<file path="src/hw/rtl/ptb_pkg.sv">
`default_nettype none

package ptb_pkg;

  // Physical timer slots and field widths.
  localparam int SLOTS    = 4;
  localparam int PERIOD_W = 24;
  localparam int COUNT_W  = 25;
  localparam int MS_W     = 16;
  localparam int MASK_W   = 4;
  localparam int ADDR_W   = 5;
  localparam int DATA_W   = 32;

  // Register indexes on the configuration port (byte address is four times the index).
  typedef enum logic [2:0] {
    REG_PERIOD_A   = 3'd0,
    REG_PERIOD_B   = 3'd1,
    REG_PERIOD_C   = 3'd2,
    REG_PERIOD_D   = 3'd3,
    REG_IRQ_MASK   = 3'd4,
    REG_ENABLE_MASK = 3'd5
  } reg_idx_t;

  // Item modes.
  localparam logic MODE_TICK = 1'b0;
  localparam logic MODE_POLL = 1'b1;

  // Sequencer states.
  typedef enum logic [1:0] {
    ST_IDLE,
    ST_WALK,
    ST_DONE
  } state_t;

  typedef struct packed {
    logic            mode;
    logic [MS_W-1:0] elapsed_ms;
  } in_item_t;

  typedef struct packed {
    logic [MASK_W-1:0] fire_mask;
    logic [MASK_W-1:0] run_mask;
  } out_item_t;

  // Configuration as seen by the sequencer.
  typedef struct packed {
    logic [SLOTS-1:0][PERIOD_W-1:0] period;
    logic [MASK_W-1:0]              irq_mask;
    logic [MASK_W-1:0]              en_mask;
  } cfg_t;

endpackage

`default_nettype wire

</file>
<file path="src/hw/rtl/ptb_ram.sv">
`default_nettype none

module ptb_ram #(
  parameter int WIDTH = 25,
  parameter int DEPTH = 4,
  localparam int AW = (DEPTH > 1) ? $clog2(DEPTH) : 1
) (
  input  wire logic             clk,
  input  wire logic             we,
  input  wire logic [AW-1:0]    waddr,
  input  wire logic [WIDTH-1:0] wdata,
  input  wire logic [AW-1:0]    raddr,
  output logic      [WIDTH-1:0] rdata
);

  logic [WIDTH-1:0] mem_r [DEPTH];
  logic [WIDTH-1:0] rdata_r;

  // Single write port and a registered read port.
  always_ff @(posedge clk) begin
    if (we) begin
      mem_r[waddr] <= wdata;
    end
    rdata_r <= mem_r[raddr];
  end

  assign rdata = rdata_r;

endmodule

`default_nettype wire

</file>
<file path="src/hw/rtl/ptb_cfg.sv">
`default_nettype none

module ptb_cfg
  import ptb_pkg::*;
(
  input  wire logic              clk,
  input  wire logic              rst_n,
  input  wire logic              psel,
  input  wire logic              penable,
  input  wire logic              pwrite,
  input  wire logic [ADDR_W-1:0] paddr,
  input  wire logic [DATA_W-1:0] pwdata,
  output logic      [DATA_W-1:0] prdata,
  output logic                   pready,
  output cfg_t                   cfg
);

  logic [SLOTS-1:0][PERIOD_W-1:0] period_r, period_nxt;
  logic [MASK_W-1:0]              irq_r, irq_nxt;
  logic [MASK_W-1:0]              en_r, en_nxt;
  reg_idx_t                       idx;
  logic                           wr_en;

  assign idx    = reg_idx_t'(paddr[ADDR_W-1:2]);
  assign wr_en  = psel && penable && pwrite;
  assign pready = 1'b1;

  // Register write decode; indexes past the last register are ignored.
  always_comb begin
    period_nxt = period_r;
    irq_nxt    = irq_r;
    en_nxt     = en_r;
    if (wr_en) begin
      unique case (idx)
        REG_PERIOD_A:    period_nxt[0] = pwdata[PERIOD_W-1:0];
        REG_PERIOD_B:    period_nxt[1] = pwdata[PERIOD_W-1:0];
        REG_PERIOD_C:    period_nxt[2] = pwdata[PERIOD_W-1:0];
        REG_PERIOD_D:    period_nxt[3] = pwdata[PERIOD_W-1:0];
        REG_IRQ_MASK:    irq_nxt       = pwdata[MASK_W-1:0];
        REG_ENABLE_MASK: en_nxt        = pwdata[MASK_W-1:0];
        default: ;
      endcase
    end
  end

  always_ff @(posedge clk) begin
    if (!rst_n) begin
      period_r <= '0;
      irq_r    <= '0;
      en_r     <= '0;
    end else begin
      period_r <= period_nxt;
      irq_r    <= irq_nxt;
      en_r     <= en_nxt;
    end
  end

  // Read decode.
  always_comb begin
    unique case (idx)
      REG_PERIOD_A:    prdata = {{(DATA_W-PERIOD_W){1'b0}}, period_r[0]};
      REG_PERIOD_B:    prdata = {{(DATA_W-PERIOD_W){1'b0}}, period_r[1]};
      REG_PERIOD_C:    prdata = {{(DATA_W-PERIOD_W){1'b0}}, period_r[2]};
      REG_PERIOD_D:    prdata = {{(DATA_W-PERIOD_W){1'b0}}, period_r[3]};
      REG_IRQ_MASK:    prdata = {{(DATA_W-MASK_W){1'b0}}, irq_r};
      REG_ENABLE_MASK: prdata = {{(DATA_W-MASK_W){1'b0}}, en_r};
      default:         prdata = '0;
    endcase
  end

  assign cfg.period   = period_r;
  assign cfg.irq_mask = irq_r;
  assign cfg.en_mask  = en_r;

endmodule

`default_nettype wire

</file>
<file path="src/hw/rtl/ptb_seq.sv">
`default_nettype none

module ptb_seq
  import ptb_pkg::*;
#(
  parameter int TIMERS = 4,
  localparam int IDX_W = (TIMERS > 1) ? $clog2(TIMERS) : 1,
  localparam int CNT_W = $clog2(TIMERS + 1)
) (
  input  wire logic               clk,
  input  wire logic               rst_n,
  input  wire logic               in_valid,
  output logic                    in_stall,
  input  wire in_item_t           in_data,
  output logic                    out_valid,
  input  wire logic               out_stall,
  output out_item_t               out_data,
  input  wire cfg_t               cfg,
  output logic                    ram_we,
  output logic      [IDX_W-1:0]   ram_waddr,
  output logic      [COUNT_W-1:0] ram_wdata,
  output logic      [IDX_W-1:0]   ram_raddr,
  input  wire logic [COUNT_W-1:0] ram_rdata
);

  state_t              state_r, state_nxt;
  logic [CNT_W-1:0]    rd_cnt_r, rd_cnt_nxt;
  logic                proc_vld_r, proc_vld_nxt;
  logic [IDX_W-1:0]    proc_idx_r, proc_idx_nxt;
  logic [TIMERS-1:0]   written_r, written_nxt;
  logic [MASK_W-1:0]   pend_r, pend_nxt;
  logic                tick_seen_r, tick_seen_nxt;
  logic [MASK_W-1:0]   fire_r, fire_nxt;
  logic [MASK_W-1:0]   run_r, run_nxt;
  logic [MS_W-1:0]     ms_r, ms_nxt;
  logic                out_valid_r, out_valid_nxt;
  out_item_t           out_data_r, out_data_nxt;

  logic                accept;
  logic                walk_st;
  logic                done_st;
  logic                issue_rd;
  logic                walk_last;
  logic                load_out;
  logic [COUNT_W-1:0]  count_cur;
  logic [COUNT_W:0]    sum;
  logic [COUNT_W-1:0]  count_sat;
  logic                expired;
  logic                timer_en;

  // State machine outputs.
  always_comb begin
    in_stall = 1'b1;
    walk_st  = 1'b0;
    done_st  = 1'b0;
    unique case (state_r)
      ST_IDLE: in_stall = 1'b0;
      ST_WALK: walk_st  = 1'b1;
      ST_DONE: done_st  = 1'b1;
      default: in_stall = 1'b1;
    endcase
  end

  assign accept    = in_valid && !in_stall;
  assign issue_rd  = walk_st && (rd_cnt_r < CNT_W'(TIMERS));
  assign walk_last = proc_vld_r && (proc_idx_r == IDX_W'(TIMERS - 1));
  assign load_out  = done_st && (!out_valid_r || !out_stall);

  // Next state.
  always_comb begin
    state_nxt = state_r;
    unique case (state_r)
      ST_IDLE: begin
        if (accept) begin
          state_nxt = (in_data.mode == MODE_TICK) ? ST_WALK : ST_DONE;
        end
      end
      ST_WALK: begin
        if (walk_last) begin
          state_nxt = ST_DONE;
        end
      end
      ST_DONE: begin
        if (load_out) begin
          state_nxt = ST_IDLE;
        end
      end
      default: state_nxt = ST_IDLE;
    endcase
  end

  // Update of the entry whose count arrived from memory this cycle.
  // An entry never written since reset reads as zero.
  assign count_cur = written_r[proc_idx_r] ? ram_rdata : '0;
  assign sum       = {1'b0, count_cur} + {{(COUNT_W+1-MS_W){1'b0}}, ms_r};
  assign count_sat = sum[COUNT_W] ? {COUNT_W{1'b1}} : sum[COUNT_W-1:0];
  assign expired   = count_sat >= {{(COUNT_W-PERIOD_W){1'b0}}, cfg.period[proc_idx_r]};
  assign timer_en  = cfg.en_mask[proc_idx_r];

  assign ram_raddr = rd_cnt_r[IDX_W-1:0];
  assign ram_we    = proc_vld_r && timer_en;
  assign ram_waddr = proc_idx_r;
  assign ram_wdata = expired ? '0 : count_sat;

  // Datapath and flag updates.
  always_comb begin
    rd_cnt_nxt    = rd_cnt_r;
    proc_vld_nxt  = issue_rd;
    proc_idx_nxt  = rd_cnt_r[IDX_W-1:0];
    written_nxt   = written_r;
    pend_nxt      = pend_r;
    tick_seen_nxt = tick_seen_r;
    fire_nxt      = fire_r;
    run_nxt       = run_r;
    ms_nxt        = ms_r;
    out_valid_nxt = out_valid_r && out_stall;
    out_data_nxt  = out_data_r;

    // New transaction: a tick starts the walk, a poll settles at once.
    if (accept) begin
      fire_nxt   = '0;
      rd_cnt_nxt = '0;
      if (in_data.mode == MODE_TICK) begin
        tick_seen_nxt = 1'b1;
        ms_nxt        = in_data.elapsed_ms;
        run_nxt       = '0;
      end else if (tick_seen_r) begin
        tick_seen_nxt = 1'b0;
        run_nxt       = pend_r;
        pend_nxt      = '0;
      end else begin
        run_nxt = '0;
      end
    end

    if (issue_rd) begin
      rd_cnt_nxt = rd_cnt_r + CNT_W'(1);
    end

    // Write-back side of the walk.
    if (proc_vld_r && timer_en) begin
      written_nxt[proc_idx_r] = 1'b1;
      if (expired) begin
        if (cfg.irq_mask[proc_idx_r]) begin
          fire_nxt[proc_idx_r] = 1'b1;
        end else begin
          pend_nxt[proc_idx_r] = 1'b1;
        end
      end
    end

    // Result register.
    if (load_out) begin
      out_valid_nxt          = 1'b1;
      out_data_nxt.fire_mask = fire_r;
      out_data_nxt.run_mask  = run_r;
    end
  end

  always_ff @(posedge clk) begin
    if (!rst_n) begin
      state_r     <= ST_IDLE;
      rd_cnt_r    <= '0;
      proc_vld_r  <= 1'b0;
      written_r   <= '0;
      pend_r      <= '0;
      tick_seen_r <= 1'b0;
      out_valid_r <= 1'b0;
    end else begin
      state_r     <= state_nxt;
      rd_cnt_r    <= rd_cnt_nxt;
      proc_vld_r  <= proc_vld_nxt;
      written_r   <= written_nxt;
      pend_r      <= pend_nxt;
      tick_seen_r <= tick_seen_nxt;
      out_valid_r <= out_valid_nxt;
    end
  end

  always_ff @(posedge clk) begin
    proc_idx_r <= proc_idx_nxt;
    fire_r     <= fire_nxt;
    run_r      <= run_nxt;
    ms_r       <= ms_nxt;
    out_data_r <= out_data_nxt;
  end

  assign out_valid = out_valid_r;
  assign out_data  = out_data_r;

endmodule

`default_nettype wire

</file>
<file path="src/hw/rtl/periodic_timer_bank.sv">
// Bank of periodic millisecond timers with deferred run flags.
// Input channel (in_valid, in_stall, in_data): a tick transaction carries the
// milliseconds elapsed and advances every enabled timer; a poll transaction
// hands over the pending flags of normal-mode timers if a tick has come since
// the previous poll. Every input transaction yields exactly one result on the
// output channel (out_valid, out_stall, out_data) holding fire_mask and
// run_mask.
// The timer counts live in a single-port-read memory and are walked one entry
// a cycle: a tick reads each count, updates it as it returns and then loads
// the result; a poll goes straight to the result load. The block is idle again
// as the result is loaded into the output register, ready for the next input.
// The output register holds a finished result while the receiver stalls; the
// block then waits to load the next result but its state is unaffected.
// The user must write registers over the APB-style port only while the block
// is idle; the block itself does not enforce it. Reset clears config, control
// state and flags at once (counts read as zero until written); no clearing pass.
`default_nettype none

module periodic_timer_bank
  import ptb_pkg::*;
#(
  parameter int TIMERS = 4
) (
  input  wire logic              clk,
  input  wire logic              rst_n,
  input  wire logic              in_valid,
  output logic                   in_stall,
  input  wire in_item_t          in_data,
  output logic                   out_valid,
  input  wire logic              out_stall,
  output out_item_t              out_data,
  input  wire logic              psel,
  input  wire logic              penable,
  input  wire logic              pwrite,
  input  wire logic [ADDR_W-1:0] paddr,
  input  wire logic [DATA_W-1:0] pwdata,
  output logic      [DATA_W-1:0] prdata,
  output logic                   pready
);

  localparam int IDX_W = (TIMERS > 1) ? $clog2(TIMERS) : 1;

  cfg_t               cfg;
  logic               ram_we;
  logic [IDX_W-1:0]   ram_waddr;
  logic [COUNT_W-1:0] ram_wdata;
  logic [IDX_W-1:0]   ram_raddr;
  logic [COUNT_W-1:0] ram_rdata;

  // Configuration registers.
  ptb_cfg u_cfg (
    .clk     (clk),
    .rst_n   (rst_n),
    .psel    (psel),
    .penable (penable),
    .pwrite  (pwrite),
    .paddr   (paddr),
    .pwdata  (pwdata),
    .prdata  (prdata),
    .pready  (pready),
    .cfg     (cfg)
  );

  // Timer count store.
  ptb_ram #(
    .WIDTH (COUNT_W),
    .DEPTH (TIMERS)
  ) u_count_ram (
    .clk   (clk),
    .we    (ram_we),
    .waddr (ram_waddr),
    .wdata (ram_wdata),
    .raddr (ram_raddr),
    .rdata (ram_rdata)
  );

  // Read-modify-write sequencer.
  ptb_seq #(
    .TIMERS (TIMERS)
  ) u_seq (
    .clk       (clk),
    .rst_n     (rst_n),
    .in_valid  (in_valid),
    .in_stall  (in_stall),
    .in_data   (in_data),
    .out_valid (out_valid),
    .out_stall (out_stall),
    .out_data  (out_data),
    .cfg       (cfg),
    .ram_we    (ram_we),
    .ram_waddr (ram_waddr),
    .ram_wdata (ram_wdata),
    .ram_raddr (ram_raddr),
    .ram_rdata (ram_rdata)
  );

  // A tick never hands over run flags and a poll never fires.
  a_masks_exclusive: assert property (@(posedge clk) disable iff (!rst_n)
    out_valid |-> (out_data.fire_mask == '0 || out_data.run_mask == '0))
    else $error("fire_mask and run_mask both set in one result");

  // One transaction at a time: the input stalls right after an acceptance.
  a_one_at_a_time: assert property (@(posedge clk) disable iff (!rst_n)
    (in_valid && !in_stall) |=> in_stall)
    else $error("input accepted while a transaction is in progress");

  // Slots beyond the configured timer count never report.
  a_no_phantom_timer: assert property (@(posedge clk) disable iff (!rst_n)
    out_valid |-> (((out_data.fire_mask | out_data.run_mask) >> TIMERS) == '0))
    else $error("result reports a timer beyond the configured count");

endmodule

`default_nettype wire
</file>
<file path="config.mk">
export PLATFORM = sky130hd
export DESIGN_NAME = periodic_timer_bank
export DESIGN_NICKNAME = d
export VERILOG_FILES = /design/src/hw/rtl/ptb_pkg.sv /design/src/hw/rtl/ptb_ram.sv /design/src/hw/rtl/ptb_cfg.sv /design/src/hw/rtl/ptb_seq.sv /design/src/hw/rtl/periodic_timer_bank.sv
export SDC_FILE = /design/constraint.sdc
export NUM_CORES = 1
export LEC_CHECK = 0
export BUFFER_PORTS_ARGS = -buffer_cell sky130_fd_sc_hd__buf_4
export CORE_ASPECT_RATIO = 2
export CORE_MARGIN = 2
export CORE_UTILIZATION = 54
export CTS_CLUSTER_DIAMETER = 80
export DETAILED_ROUTE_END_ITERATION = 16
export PLACE_DENSITY_LB_ADDON = 0.2
export SLEW_MARGIN = 5
export SYNTH_ARGS = -nofsm -noshare
export SYNTH_HDL_FRONTEND = slang
export SYNTH_HIERARCHICAL = 1
export SYNTH_SLANG_ARGS = --single-unit
</file>
<file path="constraint.sdc">
create_clock -name clk -period 5.2 [get_ports clk]
set_clock_uncertainty 0.2 [all_clocks]
set_input_delay 0.26 -clock clk [delete_from_list [all_inputs] [get_ports clk]]
set_output_delay 0.26 -clock clk [all_outputs]
set_load 0.01 [all_outputs]
</file>
* Yosys cells after proc, flatten, opt, wreduce, memory -nomap -nowiden *
Memory sizes are Yosys's and may differ from the RTL's. A register that Yosys moved wholly into a read port is not among the register bits.
Index checks and enable logic that the tools add are counted.

storage, ports and cells
  bits in registers = 154
  memory bits (writable) = 100
  output and inout port bits = 43
  word-level logic and storage cells = 103
  memories kept = 1

memory list
  name               depth  width  rd ports  clocked after memory_dff  wr ports  RTL line       source
  u_count_ram.mem_r  4      25     1         1                         1         ptb_ram.sv:16  logic [WIDTH-1:0] mem_r [DEPTH];

cells by class
  reductions and logical operators = 24
  muxes and demuxes = 38
  $lt $le $gt $ge = 4
  bitwise operators = 4
  add/subtract/negate cells = 2
  equal/unequal tests = 11

operator list
  cell                                                                  number
  24-bit case mux with 6 select lines                                   1
  25-bit 2-to-1 mux                                                     3
  24-bit binary-select mux with 2-bit select                            1
  4-bit 2-to-1 mux                                                      10
  25-bit by 16-bit adder with 26-bit output                             1
  25-bit by 24-bit >= comparator with 1-bit output                      1
  24-bit 2-to-1 mux                                                     1
  2-bit AND reduction                                                   8
  4-bit bitwise OR                                                      3
  1-bit 2-to-1 mux                                                      11
  1-bit logical AND                                                     9
  2-bit 2-to-1 mux                                                      4
  1-bit binary-select mux with 2-bit select                             3
  3-bit by 2-bit == test with 1-bit output, second input constant       2
  3-bit == test, second input constant                                  2
  3-bit 2-to-1 mux                                                      2
  2-bit by 1-bit != test with 1-bit output, second input constant       3
  2-bit case mux with 3 select lines                                    1
  2-bit == test, second input constant                                  2
  3-bit by 1-bit adder with 3-bit output, second input constant         1
  3-bit by 1-bit == test with 1-bit output, second input constant       1
  3-bit logical NOT                                                     1
  2-bit by 3-bit < comparator with 1-bit output, second input constant  1
  3-bit < comparator, second input constant                             1
  other kinds (9)                                                       10

* Logic depth before layout (Yosys ltp) *
Gate-level depths: netlist (run 1).

  depth in word-level cells = 8
  gate-level depth with buffers = 23
  depth with buffers taken out = 19

* Hierarchy *
The synthesis (run 1) kept the hierarchy.

modules (own cells, without submodules)
  module   times used  cells each  sequential area each (µm²)  area each (µm²)
  ptb_cfg  1           458         2082.0                      4734.5
  ptb_seq  1           464         1281.2                      4384.2
  ptb_ram  1           160         3503.4                      4182.8

* Least setup slack after synthesis (run 1) *
OpenSTA, ideal clock, no wires.

  path kind = reg-to-reg
  start = register u_seq.proc_idx_r[0], in the netlist u_seq/ram_waddr[0]
  end = memory u_count_ram.mem_r[0][21], data pin
  slack = -0.112 ns
  setup time = 0.278 ns
  buffers on the path = 3
  clock period less this slack = 5.312 ns
  data arrival time = 4.834 ns
  cell stages (with the launch flop) = 23
  data required time = 4.722 ns
  cells stage by stage = dfxtp_1 -> mux4_2 -> clkbuf_1 -> clkbuf_1 -> and2_1 -> ha_1 -> fa_1 -> a21oi_1 -> o2111ai_1 -> o211ai_1 -> nand2_1 -> nand2_1 -> xnor2_1 -> nand2_1 -> ha_1 -> nand2_1 -> nor4_1 -> o2111ai_1 -> o21ai_0 -> o21ai_0 -> o2111ai_2 -> buf_2 -> a21oi_1

between the ends
  cells in the longest elaborated chain, start to end = 7

ends and longest elaborated chain
  item                                              RTL line                   source
  from (decl)                                       ptb_seq.sv:29              logic [IDX_W-1:0] proc_idx_r, proc_idx_nxt;
  from (signal assigned)                            ptb_seq.sv:181             proc_idx_r <= proc_idx_nxt;
  1-bit binary-select mux with 2-bit select         ptb_seq.sv:94              assign count_cur = written_r[proc_idx_r] ? ram_rdata : '0;
  1-bit 2-to-1 mux (not written as such)            ptb_seq.sv:94
  25-bit 2-to-1 mux                                 ptb_seq.sv:94
  25-bit by 16-bit adder with 26-bit output         ptb_seq.sv:95              assign sum = {1'b0, count_cur} + {{(COUNT_W+1-MS_W){1'b0}}, ms_r};
  25-bit 2-to-1 mux                                 ptb_seq.sv:96              assign count_sat = sum[COUNT_W] ? {COUNT_W{1'b1}} : sum[COUNT_W-1:0];
  25-bit by 24-bit >= comparator with 1-bit output  ptb_seq.sv:97              assign expired = count_sat >= {{(COUNT_W-PERIOD_W){1'b0}}, cfg.period[proc_idx_r]};
  25-bit 2-to-1 mux *                               ptb_seq.sv:103             assign ram_wdata = expired ? '0 : count_sat;
  net ram_wdata[21]                                 periodic_timer_bank.sv:46  logic [COUNT_W-1:0] ram_wdata;
  to (decl)                                         ptb_ram.sv:16

Mark *: on every way through the listed nets, which the timed path passes. The rest lies on a longest branch. The select of a mux whose other input is x is not followed.

* Worst setup path after layout (run 1) *
  start = register u_seq.proc_idx_r[0], in the netlist u_seq/ram_waddr[0]
  end = register u_seq.pend_r[3]

between the ends
  cells in the longest elaborated chain, start to end = 8

ends and longest elaborated chain
  item                                                                                        RTL line                       source
  1-bit binary-select mux with 2-bit select, or another cell as far along                     ptb_seq.sv:94
  1-bit 2-to-1 mux (not written as such) or 1-bit logical AND (tied branches)                 ptb_seq.sv:94, ptb_seq.sv:147
  25-bit 2-to-1 mux or 1-bit 2-to-1 mux (tied branches)                                       ptb_seq.sv:94, ptb_seq.sv:147
  25-bit by 16-bit adder with 26-bit output or 1-bit demux with 2-bit select (tied branches)  -
  25-bit 2-to-1 mux or 4-bit bitwise OR (tied branches)                                       -
  25-bit by 24-bit >= comparator with 1-bit output or 4-bit 2-to-1 mux (tied branches)        ptb_seq.sv:97, ptb_seq.sv:144
  4-bit 2-to-1 mux                                                                            ptb_seq.sv:143                 if (expired) begin
  4-bit 2-to-1 mux *                                                                          ptb_seq.sv:141                 if (proc_vld_r && timer_en) begin
  to (signal assigned)                                                                        ptb_seq.sv:174                 pend_r <= pend_nxt;
  to (decl)                                                                                   ptb_seq.sv:31                  logic [MASK_W-1:0] pend_r, pend_nxt;

Every way passes the cells marked *; elsewhere a longest branch is shown, timed or not. The select of a mux whose other input is x is not followed.
A chain may end at the register's enable or synchronous reset.

==> run_results.csv, run 1 <==
group,metric,value,unit
run_status,status,"finished, violations left",
run_status,violations,"negative setup slack",
synthesis,synth_seq_area_share,51.62,%
final_layout,seq_area,0.006875,sq mm
placed_design,post-dp-hpwl,21120,um
synthesis,synth_ff_type,"dfxtp_1",
clock_network,tritoncts,"yes",
setup_path,end_kind,"register",
setup_path,crit_type,"register to register",
floorplan,rows,81,
synthesis,synth_top_cell_by_area,"edfxtp_1",
global_routing,groute.usage.overall,24.98,%
floorplan,start_util,54.69,%
synthesis,synth_commonest_cells,"nand2_1 (176), dfxtp_1 (151), edfxtp_1 (128), mux2i_1 (116), mux4_2 (66)",
synthesis,synth_seq_cells,279,
pwr,power.leakage,0.006551,uW
sta,setup_violations,104,
sta,worst_pin_slew,1.106,ns
sta,rsz0062_at_grt,"yes",
sta,fmax,185.9,MHz
floorplan,ios,104,
synthesis,synth.avg_cell_area,12.29,sq um
placed_design,port_buffers,84,
clock_network,htree_levels,1,
final_layout,multi_input_area,0.006656,sq mm
sta,max_slew_margin,26.12,%
setup_path,cp_data_arrival_time,5.60,ns
synthesis,synth_area,0.01330,sq mm
route,drtIter0Drc,528,
route,wl_per_cell,20.76,um
clock_network,clk_latency,0.53,ns
clock_network,cts_buffers,25,
global_routing,grt_pass1_wl,49980,um
floorplan,die_area,0.02598,sq mm
sta,tns,-11.77,ns
synthesis,netlist.area_leader.share,28.90,%
final_layout,nets,1405,
synthesis,synth_edf_count,128,
route,first_pass_iters,7,
sta,maxSlewViolCount,0,
sta,hold_violations,0,
synthesis,ys_types,68,
synthesis,synth_area_leaders,"edfxtp_1 (29%), dfxtp_1 (23%), mux4_2 (11%)",
synthesis,netlist_instances,1082,
placed_design,post-place-ws,-0.2846,ns
synthesis,yosysMostFrequentCell,"nand2_1",
route,drcViolationCount,0,
synthesis,yosys_warnings,6,
setup_path,worstPathRequired,5.42,ns
sta,fin_crit_sh,103.5,%
global_routing,antenna_found_initial,0,
final_layout,antenna_cells,0,
final_layout,drive_above_1_share,33.86,%
synthesis,synthArstFlopShare,0,%
global_routing,grt_overflow,0,
floorplan,die_h,226.0,um
global_routing,grt_max_degree,76,
sta,min_period,5.380,ns
route,vias_per_cell,5.793,
clock_network,root_buffer,"clkbuf_16",
pwr,p_total,4702,uW
run,cap_violations,0,
clock_network,clock-sinks,279,
placed_design,place_congestion,0.8953,
setup_path,crit_path_max_fanout,6,
route,num_vias,9327,
final_layout,syn2layout_area_growth,28.58,%
pwr,pwr_density_cell,274.9,mW/mm^2
route,antenna_left,0,
global_routing,grt_pass1_vias,9534,
sta,final.setup.worst_slack,-0.1798,ns
floorplan,die_w,115.0,um
floorplan,coreArea,0.02432,sq mm
final_layout,fill_cells,1703,
clock_network,cts_buffer_depth,3,
route,wl,33420,um
setup_path,worst_setup_path_start_kind,"register",
clock_network,clk_pin_slew,0.07,ns
hold_path,hold_class,"input port to register",
pwr,irDropWorstVdd,259.6,uV
[repair_timing]
item,in CTS,in global routing
resized for setup,83,77
hold endpoints to repair,119,0
buffers inserted,16,20
hold buffers,42,0
gates cloned,4,2
pin swaps,31,41
endpoints found under the setup margin,104,104
[cell usage in the layout (no fill, tap or decap), types with 5 or more instances in the layout]
master         instances
nand4_1                7
and2_1                14
nand2_2               10
ha_4                  24
buf_4                188
or2_2                  6
edfxtp_1             128
mux2i_1              116
clkbuf_16             27
mux4_2                67
nand3_1                5
nand2_1              164
and2_4                 5
nor2_4                17
conb_1                10
a22oi_1                6
dfxtp_1              146
mux4_1                 5
ha_1                  17
o21ai_0               13
buf_6                 14
clkinv_2               5
nor2_1                27
o211ai_1               5
buf_8                  5
dlygate4sd3_1         42
a21oi_2                5
o21ai_1                5
nor2b_1               22
and3_1                13
a21o_1                 9
a32o_1                 8
inv_1                 33
xor2_1                 5
xnor2_1                7
nand2b_1               6
a21oi_1               27
[critical path, stage by stage, from the launching register on]
cell,delay [ns]
dfxtp_4,0.37
mux4_2,0.64
and2_4,0.20
ha_4,0.16
fa_2,0.37
a21oi_2,0.18
o2111ai_2,0.19
buf_4,0.18
o211ai_1,0.17
buf_4,0.18
a21oi_1,0.08
xnor2_1,0.15
o21ai_1,0.23
ha_1,0.30
nand4_1,0.21
nor4_4,0.07
buf_4,0.14
a221oi_2,0.19
o21ai_1,0.11
o21ai_2,0.19
o2111ai_4,0.19
buf_12,0.22
clkbuf_16,0.15
a32o_1,0.21
[layer usage]
metal / GRT usage [%] / share of wire [%] / vias to the layer above
met5: 0 / 0 / -
met4: 9.483 / 4.3 / 0
met3: 2.657 / 3.6 / 85
met2: 49.18 / 56 / 251
met1: 26.39 / 36 / 4626
li1: - / - / 4365
[kinds of logic after synthesis]
| logic type | count (synthesis) | share of synthesized area (%) |
|---|---|---|
| compound gates | 117 | 6.143 |
| xor+xnor | 18 | 1.185 |
| fa+ha+maj | 42 | 4.007 |
| buf+inv | 105 | 4.195 |
| flops | 279 | 51.62 |
| mux | 191 | 21.26 |
| other cells | 3 | 0.08465 |
| simple gates | 327 | 11.50 |
[path summary, 6_finish.rpt]
| check | startpoint | endpoint | slack, ns | cells after the start |
|---|---|---|---|---|
| setup / recovery | u_seq/ram_waddr[0] | u_seq/pend_r[3] | -0.18 | 23 |
| hold / removal | pwdata[3] | u_cfg/cfg[83] | 0.008 | 3 |
| setup reg to reg | u_seq/ram_waddr[0] | u_seq/pend_r[3] | -0.18 | 23 |
| hold reg to reg | u_seq/run_r[1] | u_seq/out_data[1] | 0.22 | 0 |
[per-stage QoR]
stage | area, sq um | cells | util [%] | hold slack [ns]
after global routing | 17100 | 1610 | 70.31 | -0.0004401
after detailed placement | 14640 | 1484 | 60.20 | 0.2045
final | 17100 | 1610 | 70.31 | 0.008141
after CTS | 16480 | 1591 | 67.77 | 0.001226
after floorplan | 13330 | 1089 | - | 0.1589
after global placement | 14640 | 1484 | 60.20 | 0.2039
[power by group]
| group | internal, uW | switching (uW) |
|---|---|---|
| registers | 2330 | 31.7 |
| logic | 235 | 235 |
| clock network | 1040 | 827 |
[area by class of cell]
| cell class | count | area share, % |
|---|---|---|
| clock buffer | 30 | 4.002 |
| clock inverter | 15 | 0.8486 |
| inverter | 33 | 0.7243 |
| multi-input combinational | 706 | 38.92 |
| sequential | 279 | 40.20 |
| tap | 290 | 2.122 |
| timing repair buffer | 257 | 13.18 |
[flip-flops by register name (all words and copies together), names as in the netlist]
name               flops
u_seq/ms_r            16
u_count_ram/mem_r    100
u_count_ram/rdata     25
u_seq/pend_r           4
u_seq/tick_seen_r      1
u_seq/fire_r           4
u_cfg/en_r             4
u_seq/out_data         8
u_seq/out_valid        1
u_seq/ram_waddr        2
u_cfg/cfg             96
u_seq/proc_vld_r       1
u_seq/run_r            4
u_seq/written_r        4
u_seq/state_r          2
u_seq/rd_cnt_r         3
u_cfg/irq_r            4
(Power assumes the default switching activity.)
==> run 2, diff against run 1 <==
--- a/config.mk
+++ b/config.mk
@@ -7,7 +7,7 @@
 export LEC_CHECK = 0
 export BUFFER_PORTS_ARGS = -buffer_cell sky130_fd_sc_hd__buf_4
 export CORE_ASPECT_RATIO = 2
-export CORE_MARGIN = 2
+export CORE_MARGIN = 5
 export CORE_UTILIZATION = 54
 export CTS_CLUSTER_DIAMETER = 80
 export DETAILED_ROUTE_END_ITERATION = 16
==> run_results.csv, run 2 (synthesis results as in run 1) <==
group,metric,value,unit
route,drcViolationCount,0,
global_routing,groute.usage.overall,23.22,%
clock_network,cts_buffers,26,
run_status,status,"finished, violations left",
final_layout,fill_cells,1702,
floorplan,coreArea,0.02442,sq mm
route,antenna_left,0,
sta,maxSlewViolCount,0,
setup_path,crit_slowest_cell,"mux4_2",
setup_path,crit_path_max_fanout,8,
pwr,irDropWorstVdd,237.1,uV
clock_network,htree_levels,1,
sta,rsz0062_at_grt,"yes",
global_routing,grt_pass1_wl,51120,um
placed_design,post-dp-hpwl,20700,um
sta,worst_pin_slew,1.128,ns
sta,setup_violations,104,
route,vias_per_cell,5.680,
route,first_pass_iters,5,
global_routing,antenna_found_initial,0,
floorplan,die_h,232.0,um
route,wl_per_cell,20.19,um
global_routing,grt_pass1_vias,9911,
final_layout,antenna_cells,0,
setup_path,cp_data_arrival_time,5.49,ns
sta,final.setup.worst_slack,-0.2146,ns
clock_network,root_buffer,"clkbuf_16",
route,drtIter0Drc,494,
final_layout,nets,1382,
placed_design,place_congestion,0.8018,
final_layout,largest_register_ffs,100,
final_layout,syn2layout_area_growth,27.59,%
clock_network,cts_buffer_depth,3,
floorplan,die_area,0.02806,sq mm
pwr,pwr_density_cell,278.7,mW/mm^2
sta,max_slew_margin,24.63,%
floorplan,rows,81,
clock_network,clk_pin_slew,0.07,ns
sta,tns,-16.43,ns
setup_path,end_kind,"register",
final_layout,layout_commonest_cell,"buf_4",
route,num_vias,9264,
setup_path,crit_type,"register to register",
final_layout,layout_common_cells,"buf_4 (169), nand2_1 (159), dfxtp_1 (148)",
final_layout,multi_input_area,0.006660,sq mm
sta,fmax,184.7,MHz
run_status,violations,"negative setup slack",
clock_network,clk_latency,0.54,ns
clock_network,tritoncts,"yes",
setup_path,slowest_delay,0.57,ns
setup_path,worstPathBufferInverterCount,9,
final_layout,regMostFlops,"u_count_ram/mem_r",
pwr,p_total,4730,uW
final_layout,drive_above_1_share,32.10,%
setup_path,worst_setup_path_start_kind,"register",
hold_path,hold_class,"input port to register",
floorplan,ios,104,
global_routing,grt_overflow,0,
sta,fin_crit_sh,104.1,%
run,cap_violations,0,
pwr,power.leakage,0.006439,uW
route,wl,32940,um
final_layout,seq_area,0.006870,sq mm
sta,hold_violations,0,
setup_path,worstPathRequired,5.28,ns
floorplan,die_w,121.0,um
placed_design,port_buffers,84,
setup_path,cp_top_family,"compound AO/OA/AOI/OAI gates",
floorplan,start_util,54.46,%
global_routing,grt_max_degree,100,
sta,min_period,5.415,ns
setup_path,cp_common_cell,"buf_6",
clock_network,clock-sinks,279,
[run 2: cell type report]
cell class                      instances  area share, %
Tap cell                              332          2.448
Multi-Input combinational cell        705          39.24
Inverter                               33         0.7299
Timing Repair Buffer                  234          12.10
Clock buffer                           35          4.158
Sequential cell                       279          40.48
Clock inverter                         13         0.8405
[run 2: path summary, 6_finish.rpt]
kind	startpoint	endpoint	slack, ns	cells past startpoint
setup / recovery	u_seq/ram_waddr[0]	u_count_ram/mem_r[0][22]	-0.21	26
hold / removal	pwrite	u_cfg/en_r[0]	0.08	4
hold reg to reg	u_seq/run_r[2]	u_seq/out_data[2]	0.23	0
setup reg to reg	u_seq/ram_waddr[0]	u_count_ram/mem_r[0][22]	-0.21	26
[run 2: layer usage]
metal | GRT usage (%) | part of all wire, % | routed length [um] | up-vias
met3 | 2.657 | 4.0 | 1317 | 91
met4 | 11.21 | 4.3 | 1406 | 0
li1 | - | - | - | 4333
met5 | 0 | 0 | 0 | -
met2 | 44.63 | 56 | 18560 | 252
met1 | 24.51 | 35 | 11660 | 4588
[run 2: worst reg2reg max path, delay by kind of cell, from the launching register on]
family / cells / cell delay [ns]
AND/OR/NAND/NOR: 5 / 0.77
AO/OA/AOI/OAI: 9 / 1.58
buffers and inverters: 9 / 1.29
multiplexers: 1 / 0.58
adder cells (fa/ha/maj): 2 / 0.43
flip-flops: 1 / 0.34
[run 2: through the flow]
step	setup slack [ns]	util [%]	hold WS [ns]	cells	area, sq um
floorplan	-0.04697	-	0.1589	1089	13330
CTS	-0.1334	68.50	0.06273	1630	16730
finish	-0.2146	69.48	0.08032	1631	16970
global route	-0.3751	69.48	0.1110	1631	16970
global placement	-0.2301	59.72	0.2084	1513	14590
detailed placement	-0.3351	59.72	0.2070	1513	14590
[run 2: power breakdown]
part           total [uW]  internal [uW]  switching, uW
Combinational         444            212            233
Clock                1930           1100            822
Sequential           2360           2330           30.2
Total                4730           3640           1080
[run 2: timing repair]
action,4_1_cts,5_1_grt
hold buffers,43,0
pin swaps,26,16
gates resized for setup,107,52
setup buffers,22,3
gates cloned,4,1
hold endpoints to repair,127,0
endpoints found under the setup margin,104,104
==> run 3, diff against run 2 <==
--- a/config.mk
+++ b/config.mk
@@ -6,12 +6,12 @@
 export NUM_CORES = 1
 export LEC_CHECK = 0
 export BUFFER_PORTS_ARGS = -buffer_cell sky130_fd_sc_hd__buf_4
-export CORE_ASPECT_RATIO = 2
+export CORE_ASPECT_RATIO = 0.9
 export CORE_MARGIN = 5
 export CORE_UTILIZATION = 54
 export CTS_CLUSTER_DIAMETER = 80
 export DETAILED_ROUTE_END_ITERATION = 16
-export PLACE_DENSITY_LB_ADDON = 0.2
+export PLACE_DENSITY = 0.76
 export SLEW_MARGIN = 5
 export SYNTH_ARGS = -nofsm -noshare
 export SYNTH_HDL_FRONTEND = slang
==> constraint.sdc (replaced) <==
create_clock -name clk -period 5.2 [get_ports clk]
set_clock_uncertainty 0.2 [all_clocks]
set_input_delay 1.56 -clock clk [delete_from_list [all_inputs] [get_ports clk]]
set_output_delay 1.56 -clock clk [all_outputs]
set_load 0.01 [all_outputs]
==> run_results.csv, run 3 (synthesis results as in run 1) <==
group,metric,value,unit
sta,min_period,5.438,ns
setup_path,worst_setup_path_start_kind,"register",
pwr,irDropWorstVdd,250.2,uV
global_routing,groute.usage.overall,22.12,%
setup_path,crit_type,"register to register",
route,drcViolationCount,0,
sta,fmax,183.9,MHz
floorplan,coreArea,0.02426,sq mm
route,antenna_left,0,
clock_network,cts_buffers,28,
final_layout,layout_commonest_cell,"buf_4",
sta,final.setup.worst_slack,-0.2378,ns
sta,fin_crit_sh,104.6,%
clock_network,tritoncts,"yes",
sta,tns,-21.01,ns
floorplan,die_w,175.4,um
final_layout,regMostFlops,"u_count_ram/mem_r",
clock_network,cts_buffer_depth,3,
hold_path,hold_class,"register to register",
sta,maxSlewViolCount,0,
floorplan,start_util,54.84,%
clock_network,clock-sinks,279,
global_routing,antenna_found_initial,0,
global_routing,grt_max_degree,91,
final_layout,syn2layout_area_growth,24.18,%
sta,setup_violations,104,
setup_path,worstPathRequired,5.44,ns
route,vias_per_cell,5.860,
final_layout,nets,1348,
route,first_pass_iters,5,
clock_network,root_buffer,"clkbuf_16",
sta,worst_pin_slew,1.089,ns
run_status,status,"finished, violations left",
setup_path,r2r_slack,-0.24,ns
final_layout,layout_common_cells,"buf_4 (180), nand2_1 (171), dfxtp_1 (149)",
run_status,violations,"negative setup slack",
floorplan,die_h,158.9,um
sta,max_slew_margin,27.23,%
clock_network,htree_levels,1,
global_routing,grt_pass1_wl,50230,um
placed_design,port_buffers,84,
floorplan,rows,54,
sta,rsz0062_at_grt,"yes",
final_layout,antenna_cells,0,
final_layout,drive_above_1_share,33.07,%
route,wl,31800,um
setup_path,crit_path_max_fanout,8,
route,wl_per_cell,20.19,um
floorplan,ios,104,
sta,hold_violations,0,
floorplan,die_area,0.02787,sq mm
clock_network,clk_latency,0.54,ns
pwr,pwr_density_cell,290.0,mW/mm^2
placed_design,place_congestion,0.8473,
pwr,power.leakage,0.006345,uW
setup_path,end_kind,"register",
clock_network,cts.hold.buffers_added,0,
final_layout,fill_cells,1660,
pwr,p_total,4790,uW
global_routing,grt_overflow,0,
route,num_vias,9230,
clock_network,clk_pin_slew,0.06,ns
setup_path,cp_data_arrival_time,5.67,ns
final_layout,largest_register_ffs,100,
global_routing,grt_pass1_vias,9436,
route,drtIter0Drc,715,
run,cap_violations,0,
placed_design,post-dp-hpwl,19120,um
==> run 3: cell types whose count changed in the layout (fill, tap and decap cells not counted), sizes merged <==
cell / before / now
bufbuf: 0 / 1
bufinv: 3 / 2
clkinv: 8 / 7
clkbuf: 36 / 42
dlygate4sd3: 43 / 0
buf: 190 / 196
==> run 3: final timing paths <==
check,startpoint,to,cells after the start
min reg2reg,u_seq/run_r[1],u_seq/out_data[1],0
max reg2reg,u_seq/ram_waddr[0],u_seq/fire_r[0],24
max,u_seq/ram_waddr[0],u_seq/fire_r[0],24
min,u_seq/run_r[1],u_seq/out_data[1],0
==> run 3: cell type report <==
type                    count  area [sq um]  share of cell area [%]
well taps                 308         385.4                   2.333
clock inverters            11         112.6                  0.6817
multi-input cells         705          6534                   39.55
inverters                  33         123.9                  0.7499
clock buffers              41         820.8                   4.969
flip-flops and latches    279          6869                   41.58
repair buffers            198          1673                   10.13
==> run 3: where the power goes <==
| group | switching, uW | internal [uW] | leakage, uW | total (uW) |
|---|---|---|---|---|
| clock | 839 | 1190 | 0.000457 | 2030 |
| combinational | 219 | 179 | 0.00345 | 398 |
| sequential | 29.3 | 2330 | 0.00244 | 2360 |
| total | 1090 | 3700 | 0.00634 | 4790 |
==> run 3: stage by stage <==
step	setup WS (ns)	hold slack [ns]	instance area, sq um	std cells	util (%)
after global placement	-0.2605	0.2044	14600	1493	60.18
after global routing	-0.4605	0.2398	16520	1575	68.10
final	-0.2378	0.2178	16520	1575	68.10
after detailed placement	-0.3856	0.2062	14600	1493	60.18
after floorplan	-0.04697	0.1793	13330	1089	-
after CTS	-0.1037	0.2206	16330	1571	67.33
==> run 3: critical path: stages (launching register included) <==
cell,delay (ns)
dfxtp_2,0.35
mux4_2,0.65
and2_4,0.20
ha_4,0.16
fa_2,0.36
a21oi_2,0.17
o2111ai_2,0.16
nor2b_1,0.17
o31ai_1,0.10
buf_4,0.16
a31oi_4,0.20
xor2_2,0.19
buf_6,0.15
nand2_4,0.06
ha_4,0.23
buf_4,0.13
a21oi_1,0.10
o21ai_0,0.15
a211oi_2,0.30
nor3b_2,0.11
o21ai_2,0.21
o2111ai_4,0.21
clkbuf_16,0.25
buf_12,0.14
a32o_1,0.21
==> run 3: what timing repair did <==
| action | CTS | global route |
|---|---|---|
| endpoints found under the setup margin | 104 | 104 |
| buffers inserted | 20 | 7 |
| gates resized for setup | 105 | 36 |
| pin swaps | 17 | 8 |
| hold endpoints to repair | 0 | 0 |
| gates cloned | 6 | 0 |
==> run 3: per-layer routing <==
metal / global-route usage (%) / wire length, um / vias to the layer above
met5: 0 / 0 / -
met4: 4.819 / 621 / 0
met3: 3.471 / 1954 / 58
met2: 36.66 / 15590 / 306
met1: 31.17 / 13630 / 4579
li1: - / - / 4287
